## src/hw/rtl/timestamp_ordered_frame_queue_top_defines.svh

```systemverilog
// Assertion macros for the timestamp ordered frame queue.
// Each macro expects i_clk and i_rst_n in the scope where it is used.
`ifndef TIMESTAMP_ORDERED_FRAME_QUEUE_TOP_DEFINES_SVH
`define TIMESTAMP_ORDERED_FRAME_QUEUE_TOP_DEFINES_SVH

// Check the consequent in the same cycle as the antecedent.
`define TOFQ_ASSERT_NOW(lbl, ante, cons) \
    lbl: assert property (@(posedge i_clk) disable iff (!i_rst_n) (ante) |-> (cons)) \
        else $error("tofq assertion failed");

// Check the consequent in the cycle after the antecedent.
`define TOFQ_ASSERT_NEXT(lbl, ante, cons) \
    lbl: assert property (@(posedge i_clk) disable iff (!i_rst_n) (ante) |=> (cons)) \
        else $error("tofq assertion failed");

`endif

```

## src/hw/rtl/tofq_pkg.sv

```systemverilog
`timescale 1ns / 1ps

package tofq_pkg;

    localparam int TOFQ_DEPTH = 16;
    localparam logic [4:0] MAX_FILL_RESET = 5'd16;

    // action codes
    localparam logic [1:0] ACT_PUT   = 2'd0;
    localparam logic [1:0] ACT_GET   = 2'd1;
    localparam logic [1:0] ACT_FLUSH = 2'd2;

    typedef enum logic [3:0] {
        ST_IDLE,
        ST_DECODE,
        ST_SCAN_RD,
        ST_SCAN_CMP,
        ST_PUT_DECIDE,
        ST_UP_RD,
        ST_UP_WR,
        ST_PUT_WR,
        ST_GET_CHK,
        ST_DN_RD,
        ST_DN_WR,
        ST_FL_HOLD,
        ST_FL_EMIT,
        ST_EMIT
    } t_state;

    typedef struct packed {
        logic [63:0] key;
        logic [15:0] handle;
        logic        eos;
    } t_entry;

    typedef struct packed {
        logic        out_valid;
        logic [15:0] out_handle;
        logic        out_eos;
        logic        released_valid;
        logic [15:0] released_handle;
        logic        overflow;
    } t_flags;

    typedef struct packed {
        t_flags      flags;
        logic [4:0]  occupancy;
        logic        writable;
        logic        head_valid;
        logic [63:0] head_pts;
        logic        last;
    } t_result;

endpackage

```

## src/hw/rtl/timestamp_ordered_frame_queue_top.sv

```systemverilog
// Put: decode, scan the sorted table, decide, shift later entries up, write the new entry;
// a put that matches a stored timestamp replaces that entry in place after the scan.
// Get: read and check the head, then shift the remaining entries down (no read if empty).
// Flush: read and hold the head, then one result per cycle while the consumer takes them.
// One request at a time; each table step is one read or write of the single table port.
// Reset clears the entry count and state machine and sets max_fill to 16; no table clear.
`timescale 1ns / 1ps
`include "timestamp_ordered_frame_queue_top_defines.svh"

module timestamp_ordered_frame_queue_top
    import tofq_pkg::*;
#(
    parameter int DEPTH = TOFQ_DEPTH
) (
    input  logic        i_clk,
    input  logic        i_rst_n,
    // configuration write channel
    input  logic        i_cfg_valid,
    output logic        o_cfg_ready,
    input  logic [4:0]  i_cfg_data,
    // request channel
    input  logic        i_req_valid,
    output logic        o_req_ready,
    input  logic [1:0]  i_action,
    input  logic [63:0] i_frame_pts,
    input  logic [15:0] i_new_handle,
    input  logic        i_new_eos,
    input  logic [63:0] i_render_time,
    // result channel
    output logic        o_res_valid,
    input  logic        i_res_ready,
    output logic        o_out_valid,
    output logic [15:0] o_out_handle,
    output logic        o_out_eos,
    output logic        o_released_valid,
    output logic [15:0] o_released_handle,
    output logic        o_overflow,
    output logic [4:0]  o_occupancy,
    output logic        o_writable,
    output logic        o_head_valid,
    output logic [63:0] o_head_pts,
    output logic        o_last
);

    localparam int AW = $clog2(DEPTH);
    localparam int CW = $clog2(DEPTH + 1);
    localparam logic [CW-1:0] ONE = CW'(1);

    // Table memory: single write port, registered read.
    t_entry r_table [DEPTH];
    t_entry r_rd_data;

    logic          rd_en;
    logic [AW-1:0] rd_addr;
    logic          wr_en;
    logic [AW-1:0] wr_addr;
    t_entry        wr_data;

    // Sequencer state.
    t_state        r_state, n_state;
    logic [CW-1:0] r_count, n_count;
    logic [CW-1:0] r_idx, n_idx;
    logic [CW-1:0] r_pos, n_pos;
    logic [63:0]   r_head_key, n_head_key;
    logic [15:0]   r_hold, n_hold;
    t_flags        r_flags, n_flags;
    logic [4:0]    r_max_fill;

    // Captured request.
    logic [1:0]    r_action;
    logic [63:0]   r_pts;
    logic [15:0]   r_handle;
    logic          r_eos;
    logic [63:0]   r_rt;

    // Output register.
    logic          r_res_valid;
    t_result       r_res;

    logic          req_fire;
    logic          emit_ok;
    logic          emit;
    logic [CW-1:0] emit_count;
    logic [63:0]   emit_head;
    t_flags        emit_flags;
    logic          emit_last;
    logic          emit_full;
    logic          cur_full;
    logic          key_eq;
    logic          key_gt;
    logic          get_due;
    t_result       n_res;

    assign o_cfg_ready = 1'b1;
    assign o_req_ready = (r_state == ST_IDLE);
    assign req_fire    = i_req_valid && o_req_ready;
    assign emit_ok     = !r_res_valid || i_res_ready;

    // Compare unit for the put scan: stored key against the put timestamp.
    assign key_eq = (r_rd_data.key == r_pts);
    assign key_gt = ($signed(r_rd_data.key) > $signed(r_pts));
    // Get condition: head due, or sole remaining frame marks end of stream.
    assign get_due = ($signed(r_rd_data.key) <= $signed(r_rt)) ||
                     ((r_count == ONE) && r_rd_data.eos);

    assign cur_full  = (32'(r_count) >= 32'(r_max_fill)) || (32'(r_count) >= DEPTH);
    assign emit_full = (32'(emit_count) >= 32'(r_max_fill)) || (32'(emit_count) >= DEPTH);

    // Configuration register.
    always_ff @(posedge i_clk) begin
        if (!i_rst_n) begin
            r_max_fill <= MAX_FILL_RESET;
        end else if (i_cfg_valid && o_cfg_ready) begin
            r_max_fill <= i_cfg_data;
        end
    end

    // Capture the request on accept.
    always_ff @(posedge i_clk) begin
        if (req_fire) begin
            r_action <= i_action;
            r_pts    <= i_frame_pts;
            r_handle <= i_new_handle;
            r_eos    <= i_new_eos;
            r_rt     <= i_render_time;
        end
    end

    // Table port.
    always_ff @(posedge i_clk) begin
        if (wr_en) begin
            r_table[wr_addr] <= wr_data;
        end
        if (rd_en) begin
            r_rd_data <= r_table[rd_addr];
        end
    end

    // State and control registers.
    always_ff @(posedge i_clk) begin
        if (!i_rst_n) begin
            r_state <= ST_IDLE;
            r_count <= '0;
        end else begin
            r_state <= n_state;
            r_count <= n_count;
        end
    end

    // Working registers: no reset needed.
    always_ff @(posedge i_clk) begin
        r_idx      <= n_idx;
        r_pos      <= n_pos;
        r_head_key <= n_head_key;
        r_hold     <= n_hold;
        r_flags    <= n_flags;
    end

    // Next state and table control.
    always_comb begin
        n_state    = r_state;
        n_count    = r_count;
        n_idx      = r_idx;
        n_pos      = r_pos;
        n_head_key = r_head_key;
        n_hold     = r_hold;
        n_flags    = r_flags;
        rd_en      = 1'b0;
        rd_addr    = r_idx[AW-1:0];
        wr_en      = 1'b0;
        wr_addr    = r_idx[AW-1:0];
        wr_data    = r_rd_data;
        emit       = 1'b0;
        emit_count = r_count;
        emit_head  = r_head_key;
        emit_flags = r_flags;
        emit_last  = 1'b1;

        case (r_state)
            ST_IDLE: begin
                if (req_fire) begin
                    n_state = ST_DECODE;
                end
            end

            ST_DECODE: begin
                n_flags = '0;
                n_idx   = '0;
                case (r_action)
                    ACT_PUT: begin
                        if (r_count == '0) begin
                            n_pos   = '0;
                            n_state = ST_PUT_DECIDE;
                        end else begin
                            n_state = ST_SCAN_RD;
                        end
                    end
                    ACT_GET: begin
                        if (r_count == '0) begin
                            n_state = ST_EMIT;
                        end else begin
                            rd_en   = 1'b1;
                            rd_addr = '0;
                            n_state = ST_GET_CHK;
                        end
                    end
                    ACT_FLUSH: begin
                        if (r_count == '0) begin
                            n_state = ST_EMIT;
                        end else begin
                            rd_en   = 1'b1;
                            rd_addr = '0;
                            n_state = ST_FL_HOLD;
                        end
                    end
                    default: begin
                        n_state = ST_EMIT;
                    end
                endcase
            end

            // Walk the sorted table for a matching or later timestamp.
            ST_SCAN_RD: begin
                rd_en   = 1'b1;
                n_state = ST_SCAN_CMP;
            end

            ST_SCAN_CMP: begin
                if (key_eq) begin
                    // replace in place, release the old handle
                    wr_en                   = 1'b1;
                    wr_data.key             = r_pts;
                    wr_data.handle          = r_handle;
                    wr_data.eos             = r_eos;
                    n_flags.released_valid  = 1'b1;
                    n_flags.released_handle = r_rd_data.handle;
                    n_state                 = ST_EMIT;
                end else if (key_gt) begin
                    n_pos   = r_idx;
                    n_state = ST_PUT_DECIDE;
                end else if (CW'(r_idx + ONE) == r_count) begin
                    n_pos   = r_count;
                    n_state = ST_PUT_DECIDE;
                end else begin
                    n_idx   = CW'(r_idx + ONE);
                    n_state = ST_SCAN_RD;
                end
            end

            ST_PUT_DECIDE: begin
                if (cur_full) begin
                    // reject: hand the new frame straight back
                    n_flags.released_valid  = 1'b1;
                    n_flags.released_handle = r_handle;
                    n_flags.overflow        = 1'b1;
                    n_state                 = ST_EMIT;
                end else if (r_pos == r_count) begin
                    n_state = ST_PUT_WR;
                end else begin
                    n_idx   = r_count;
                    n_state = ST_UP_RD;
                end
            end

            // Open a slot at the insert position, moving the tail up one entry.
            ST_UP_RD: begin
                rd_en   = 1'b1;
                rd_addr = AW'(r_idx - ONE);
                n_state = ST_UP_WR;
            end

            ST_UP_WR: begin
                wr_en = 1'b1;
                if (CW'(r_idx - ONE) == r_pos) begin
                    n_state = ST_PUT_WR;
                end else begin
                    n_idx   = CW'(r_idx - ONE);
                    n_state = ST_UP_RD;
                end
            end

            ST_PUT_WR: begin
                wr_en          = 1'b1;
                wr_addr        = r_pos[AW-1:0];
                wr_data.key    = r_pts;
                wr_data.handle = r_handle;
                wr_data.eos    = r_eos;
                n_count        = CW'(r_count + ONE);
                if (r_pos == '0) begin
                    n_head_key = r_pts;
                end
                n_state = ST_EMIT;
            end

            ST_GET_CHK: begin
                if (get_due) begin
                    n_flags.out_valid  = 1'b1;
                    n_flags.out_handle = r_rd_data.handle;
                    n_flags.out_eos    = r_rd_data.eos;
                    if (r_count == ONE) begin
                        n_count = '0;
                        n_state = ST_EMIT;
                    end else begin
                        n_idx   = ONE;
                        n_state = ST_DN_RD;
                    end
                end else begin
                    n_state = ST_EMIT;
                end
            end

            // Drop the head, moving the rest down one entry.
            ST_DN_RD: begin
                rd_en   = 1'b1;
                n_state = ST_DN_WR;
            end

            ST_DN_WR: begin
                wr_en   = 1'b1;
                wr_addr = AW'(r_idx - ONE);
                if (r_idx == ONE) begin
                    n_head_key = r_rd_data.key;
                end
                if (CW'(r_idx + ONE) == r_count) begin
                    n_count = CW'(r_count - ONE);
                    n_state = ST_EMIT;
                end else begin
                    n_idx   = CW'(r_idx + ONE);
                    n_state = ST_DN_RD;
                end
            end

            // Flush: hold the handle being released, prefetch the next head.
            ST_FL_HOLD: begin
                n_hold = r_rd_data.handle;
                if (r_count != ONE) begin
                    rd_en   = 1'b1;
                    rd_addr = AW'(r_idx + ONE);
                end
                n_state = ST_FL_EMIT;
            end

            ST_FL_EMIT: begin
                emit_count                 = CW'(r_count - ONE);
                emit_head                  = r_rd_data.key;
                emit_flags                 = '0;
                emit_flags.released_valid  = 1'b1;
                emit_flags.released_handle = r_hold;
                emit_last                  = (r_count == ONE);
                if (emit_ok) begin
                    emit       = 1'b1;
                    n_count    = CW'(r_count - ONE);
                    n_head_key = r_rd_data.key;
                    if (r_count == ONE) begin
                        n_state = ST_IDLE;
                    end else begin
                        n_hold = r_rd_data.handle;
                        n_idx  = CW'(r_idx + ONE);
                        if (CW'(r_count - ONE) != ONE) begin
                            rd_en   = 1'b1;
                            rd_addr = AW'(r_idx + CW'(2));
                        end
                    end
                end
            end

            ST_EMIT: begin
                if (emit_ok) begin
                    emit    = 1'b1;
                    n_state = ST_IDLE;
                end
            end

            default: begin
                n_state = ST_IDLE;
            end
        endcase
    end

    // Assemble the result with status taken after this result's update.
    always_comb begin
        n_res.flags      = emit_flags;
        n_res.occupancy  = 5'(emit_count);
        n_res.writable   = !emit_full;
        n_res.head_valid = (emit_count != '0);
        n_res.head_pts   = (emit_count != '0) ? emit_head : 64'd0;
        n_res.last       = emit_last;
    end

    // Output register: hold until taken, load a new result as the old one leaves.
    always_ff @(posedge i_clk) begin
        if (!i_rst_n) begin
            r_res_valid <= 1'b0;
        end else if (emit) begin
            r_res_valid <= 1'b1;
        end else if (i_res_ready) begin
            r_res_valid <= 1'b0;
        end
    end

    always_ff @(posedge i_clk) begin
        if (emit) begin
            r_res <= n_res;
        end
    end

    assign o_res_valid       = r_res_valid;
    assign o_out_valid       = r_res.flags.out_valid;
    assign o_out_handle      = r_res.flags.out_handle;
    assign o_out_eos         = r_res.flags.out_eos;
    assign o_released_valid  = r_res.flags.released_valid;
    assign o_released_handle = r_res.flags.released_handle;
    assign o_overflow        = r_res.flags.overflow;
    assign o_occupancy       = r_res.occupancy;
    assign o_writable        = r_res.writable;
    assign o_head_valid      = r_res.head_valid;
    assign o_head_pts        = r_res.head_pts;
    assign o_last            = r_res.last;

    // Entry count never passes the table depth.
    `TOFQ_ASSERT_NOW(a_count_bound, 1'b1, r_count <= CW'(DEPTH))
    // An accepted request always goes to decode next.
    `TOFQ_ASSERT_NEXT(a_req_decode, req_fire, r_state == ST_DECODE)
    // Only a flush produces a result that is not the last of its run.
    `TOFQ_ASSERT_NOW(a_run_flush, o_res_valid && !o_last, o_released_valid && !o_out_valid)
    // A rejected put reports no room and releases its handle.
    `TOFQ_ASSERT_NOW(a_overflow, o_res_valid && o_overflow, !o_writable && o_released_valid)

endmodule

```

## config.mk

```make
export PLATFORM = sky130hd
export DESIGN_NAME = timestamp_ordered_frame_queue_top
export DESIGN_NICKNAME = d
export VERILOG_FILES = /design/src/hw/rtl/tofq_pkg.sv /design/src/hw/rtl/timestamp_ordered_frame_queue_top.sv
export VERILOG_INCLUDE_DIRS = /design/src /design/src/hw/rtl
export SDC_FILE = /design/constraint.sdc
export NUM_CORES = 2
export LEC_CHECK = 0
export ABC_AREA = 1
export BUFFER_PORTS_ARGS = -buffer_cell sky130_fd_sc_hd__buf_4
export CORE_UTILIZATION = 50
export DETAILED_ROUTE_END_ITERATION = 12
export PLACE_DENSITY_LB_ADDON = 0.15
export SETUP_SLACK_MARGIN = 0.3
export SLEW_MARGIN = 40
export SYNTH_ARGS = -nofsm -noshare
export SYNTH_HDL_FRONTEND = slang
export SYNTH_SLANG_ARGS = --single-unit
```

## constraint.sdc

```tcl
create_clock -name i_clk -period 20.7 [get_ports i_clk]
set_clock_uncertainty 0.2 [all_clocks]
set_input_delay 4.14 -clock i_clk [delete_from_list [all_inputs] [get_ports i_clk]]
set_output_delay 4.14 -clock i_clk [all_outputs]
set_load 0.05 [all_outputs]
```

* After elaboration in Yosys (flattened, before gate mapping)
Memory sizes are Yosys's and may differ from the RTL's. A register that Yosys moved wholly into a read port is not among the register bits. Cells that the tools add are included.
Cells by class: magnitude comparators 6, mux-type cells 81, reduce and logical (&&, ||, !) cells 35, equal/unequal tests 44, add/sub/neg operators 5
Operators by type and width (number):
- 64-bit two-way mux | 4
- 64-bit case mux with 3 select lines | 1
- 81-bit case mux with 2 select lines | 1
- 5-bit two-way mux | 20
- 81-bit two-way mux | 1
- 64-bit equality test | 1
- 64-bit greater-than comparator | 1
- 64-bit <= comparator | 1
- 4-bit two-way mux | 14
- 4-bit case mux with 14 select lines | 1
- 17-bit case mux with 3 select lines | 1
- 18-bit two-way mux | 2
- 2-bit inequality test, second input constant | 18
- 18-bit case mux with 2 select lines | 1
- 5-bit case mux with 7 select lines | 1
- 17-bit two-way mux | 2
- 16-bit two-way mux | 2
- 16-bit case mux with 2 select lines | 1
- 4-bit equality test, second input constant | 6
- 5-bit case mux with 4 select lines | 1
- 3-bit two-way mux | 6
- 4-bit by 3-bit equality test with 1-bit output, second input constant | 4
- 4-bit case mux with 4 select lines | 1
- 5-bit equality test | 3
- 38 further kinds | 77
Storage, ports and cells: register bits 396, input bits 157, output and inout port bits 111, RAM bits 1296, logic and storage cells 202, memories kept 1
Memory list:
- r_table | words 16, bits a word 81, rd ports 1, clocked after Yosys merged registers in 1, wr ports 1, line timestamp_ordered_frame_queue_top.sv:50 | t_entry r_table [DEPTH];

* Depth between registers and ports, before layout
depth in word-level cells 6, gate-level depth with buffers 20, depth with buffers taken out 20

* Worst setup path before layout
No wires, ideal clock.
path type input to register, start point input i_req_valid, end point register r_action[0] (enable), buffers on the path 0, library setup time 0.656 ns, required time 19.844 ns, cell stages on the path 2, setup slack 9.616 ns, data arrival time 10.228 ns, cell sequence inv_1 -> nor2_1
On the way: word-level cells in the longest chain between the ends 1
RTL lines:
- start, declared | line timestamp_ordered_frame_queue_top.sv:22 | input logic i_req_valid,
- 1-bit logical AND | line timestamp_ordered_frame_queue_top.sv:96 | assign req_fire = i_req_valid && o_req_ready;
- named net req_fire | line timestamp_ordered_frame_queue_top.sv:80 | logic req_fire;
- end signal, assigned | line timestamp_ordered_frame_queue_top.sv:121 | r_action <= i_action;
- end, declared | line timestamp_ordered_frame_queue_top.sv:70 | logic [1:0] r_action;
The timed path passes the listed nets, and every way through them passes these cells. A chain may end at the register's enable or synchronous reset.

* Final worst setup path
start point input i_res_ready, end point register, netlist name r_rd_data[17]
On the way: word-level cells in the longest chain between the ends 3, elaborated cells on any way between the ends 5, classes of those cells mux (4); reduce/logical (1)
RTL lines:
- start, declared | line timestamp_ordered_frame_queue_top.sv:31 | input logic i_res_ready,
- 1-bit logical OR * | line timestamp_ordered_frame_queue_top.sv:97 | assign emit_ok = !r_res_valid || i_res_ready;
- 4-bit two-way mux or 1-bit two-way mux (tied branches) | line timestamp_ordered_frame_queue_top.sv:350 | if (emit_ok) begin
- 4-bit case mux with 4 select lines or 1-bit case mux with 4 select lines (tied branches) | line timestamp_ordered_frame_queue_top.sv:179 | case (r_state)
Every way passes the cells marked *; elsewhere a longest branch is shown, timed or not.

==> metrics.yaml <==
run_status:
  status: "complete, no violations"
cts:
  clock_path_buffers: 3
  h-tree-depth: 4
  cts_buffers: 184
  ctsHoldBuffers: 0
  cts_root_buffer: "clkbuf_16"
  clk_pin_slew_worst_paths_ns: 0.06
  cts_tree: "done"
  insertion_delay_ns: 0.85
  clock_sinks: 1773
  cts_setup_buffers: 0
  post_cts_resized: 0
sta:
  slew_headroom_pct: 40.4
  setup_tns_ns: 0
  min_period_over_period_pct: 35.6
  setup_viol: 0
  hold_slack_ns: 0.287
  rsz0062_at_grt: "no"
  setup_slack_ns: 13.33
  finalHoldViolations: 0
  tightest_slew_ns: 0.895
  fmax_ghz: 0.136
  fin_crit_ns: 7.37
  slew_viol_final: 0
worst_setup_path:
  end_kind: "register"
  worstSetupPathType: "primary input to register"
  reg2reg_depth: 13
  reg2reg_slack_ns: 14.54
  crit_arrival_ns: 7.76
  r2r-start: "r_rd_data[41]"
  r2r_end: "r_table[3][40]"
  required_ns: 21.08
  start_kind: "primary input"
  crit_path_max_fanout: 117
global_route:
  grt_pass1_vias: 52527
  gr-max-usage-layer: "met1"
  grt.total_usage_pct: 28.1
  grt-ovfl-total: 0
  antenna_found_initial: 5
  met2_usage_pct: 42.0
  grtUsageMet1_pct: 42.4
  grt_pass1_wl_um: 341000
  grt_use_met3_pct: 4.32
  grt_max_degree: 173
logic_synthesis:
  synth_flop_cell: "edfxtp_1"
  yosysMostFrequentCell: "nand2_1"
  netlist_area_mm2: 0.0800
  synth-seq-area-share_pct: 66.3
  syn_avg_cell_area_um2: 10.6
  syn_inst: 7569
  synth_seq_cells: 1773
  synth-edff-count: 1758
  ys_types: 51
  yosysWarnings: 0
  yosys.area.top_type_share_pct: 66.0
  ys_async_sr_fraction_pct: 0
  synth_area_leaders: "edfxtp_1, nand2_1, nand3_1, inv_1, nand3b_1"
  syn-num-nets: 7880
  yosysTopAreaCell: "edfxtp_1"
  synth.top_cells.by_count: "nand2_1, edfxtp_1, nand3_1, inv_1, nand3b_1"
detailed_routing:
  vias: 56562
  wl_um: 230000
  wl_per_cell_um: 23.1
  via_per_inst: 5.68
  drtIter0Drc: 7002
  remaining_drc_errors: 0
  ant_nets: 0
  firstDrtPassIters: 6
finish:
  utilization_pct: 57.0
  multi_input_area_mm2: 0.0226
  stdcell_area_mm2: 0.0903
  synthToLayoutAreaGrowth_pct: 12.9
  drive_gt1_share_pct: 9.70
  fin_nets: 8059
  fillers: 13302
  seq_area_mm2: 0.0531
min_path:
  hold_end: "r_hold[0]"
  hp-start: "r_rd_data[1]"
  hold_depth: 0
  hp-class: "register to register"
floorplanning:
  dieHeight_um: 402
  die_area_mm2: 0.162
  io_pins: 268
  design.core.area_mm2: 0.159
  rows: 146
  initial_core_util_pct: 50.5
  fp.dieW_um: 402
place:
  dp_slack_ns: 12.64
  hpwl_um: 127000
  port_buffers: 266
  globalplace.congestion: 0.879
  dpl_cell_area_mm2: 0.0846
power:
  leakagePower_nw: 37.2
  power_density_mw_per_mm2: 159
  irDropWorstVdd_uv: 118
job:
  cap_viol_max_count: 0
layout make-up:
| cell class | instances | area share (%) |
|---|---|---|
| antenna | 1 | 0.00277 |
| clock inverter | 115 | 0.966 |
| clock buffer | 213 | 5.24 |
| timing repair buffer | 443 | 4.26 |
| tap | 2072 | 2.87 |
| multi-input combinational | 4659 | 25.0 |
| inverter | 687 | 2.90 |
| sequential | 1773 | 58.8 |
layer usage:
metal	part of all wire, %	vias up
met4	2.4	0
met5	0	-
li1	-	26014
met3	9.8	360
met1	43	27407
met2	44	2781
worst max-delay path by stage:
| stage | startpoint | to | cells past startpoint |
|---|---|---|---|
| floorplan | i_req_valid | r_action[0] | 2 |
| global placement | i_res_ready | r_rd_data[60] | 15 |
| detailed placement | i_res_ready | r_rd_data[17] | 15 |
| CTS | i_res_ready | r_rd_data[17] | 15 |
| global route | i_res_ready | r_rd_data[23] | 16 |
| finish | i_res_ready | r_rd_data[17] | 16 |
metrics by stage:
step	instances	power (mW)
3_5_place_dp	9629	11.2
5_1_grt	9962	15.2
6_report	9963	14.4
3_3_place_gp	9614	11.0
4_1_cts	9957	14.3
2_1_floorplan	7569	9.22
cell families (layout without fill, tap and decap cells):
| kind of cell | after synthesis | after routing | share of synthesized area, % |
|---|---|---|---|
| fa+ha+maj | 154 | 154 | 2.41 |
| other cells | 1 | 2 | 0.00469 |
| flops | 1773 | 1773 | 66.3 |
| compound gates | 384 | 384 | 2.56 |
| buf+inv | 1137 | 1458 | 5.82 |
| xor+xnor | 17 | 17 | 0.186 |
| simple gates | 4103 | 4103 | 22.7 |
layout by cell type (no fill, tap or decap), types with 20 or more instances in the layout:
| cell | count |
|---|---|
| ha_1 | 154 |
| nor2_1 | 118 |
| clkbuf_1 | 28 |
| nand3_1 | 1088 |
| a21oi_1 | 141 |
| o21ai_0 | 171 |
| clkinv_1 | 52 |
| nand3b_1 | 324 |
| edfxtp_1 | 1758 |
| buf_6 | 31 |
| clkinv_2 | 34 |
| inv_1 | 664 |
| buf_4 | 385 |
| nand2_1 | 2499 |
| clkbuf_16 | 185 |
| o22ai_1 | 20 |
registers in the layout (all words and copies together) (netlist names), 16 cells and up:
name               count
r_head_key            64
r_table             1296
r_handle              16
r_pts                 64
o_head_pts            64
r_rd_data             81
o_released_handle     16
r_hold                16
r_flags               36
o_out_handle          16
r_rt                  64
critical path, cell delays in order:
cell      delay (ns)
buf_4           0.11
nor2_1          0.27
inv_1           0.18
nand2_1         0.10
inv_1           0.08
nand3_1         0.15
nand2_1         0.18
nand2_8         0.46
buf_6           0.64
buf_12          0.36
buf_16          0.43
nand3b_1        0.19
nand3_1         0.10
nand2_1         0.06
nand2_1         0.06
nand2_1         0.05
report_power, final:
group	switching (mW)	internal, mW
combinational	4.24	1.76
sequential	0.334	4.88
clock	1.41	1.74
total	5.98	8.38
No activity file was read; power rests on OpenSTA's default activity.
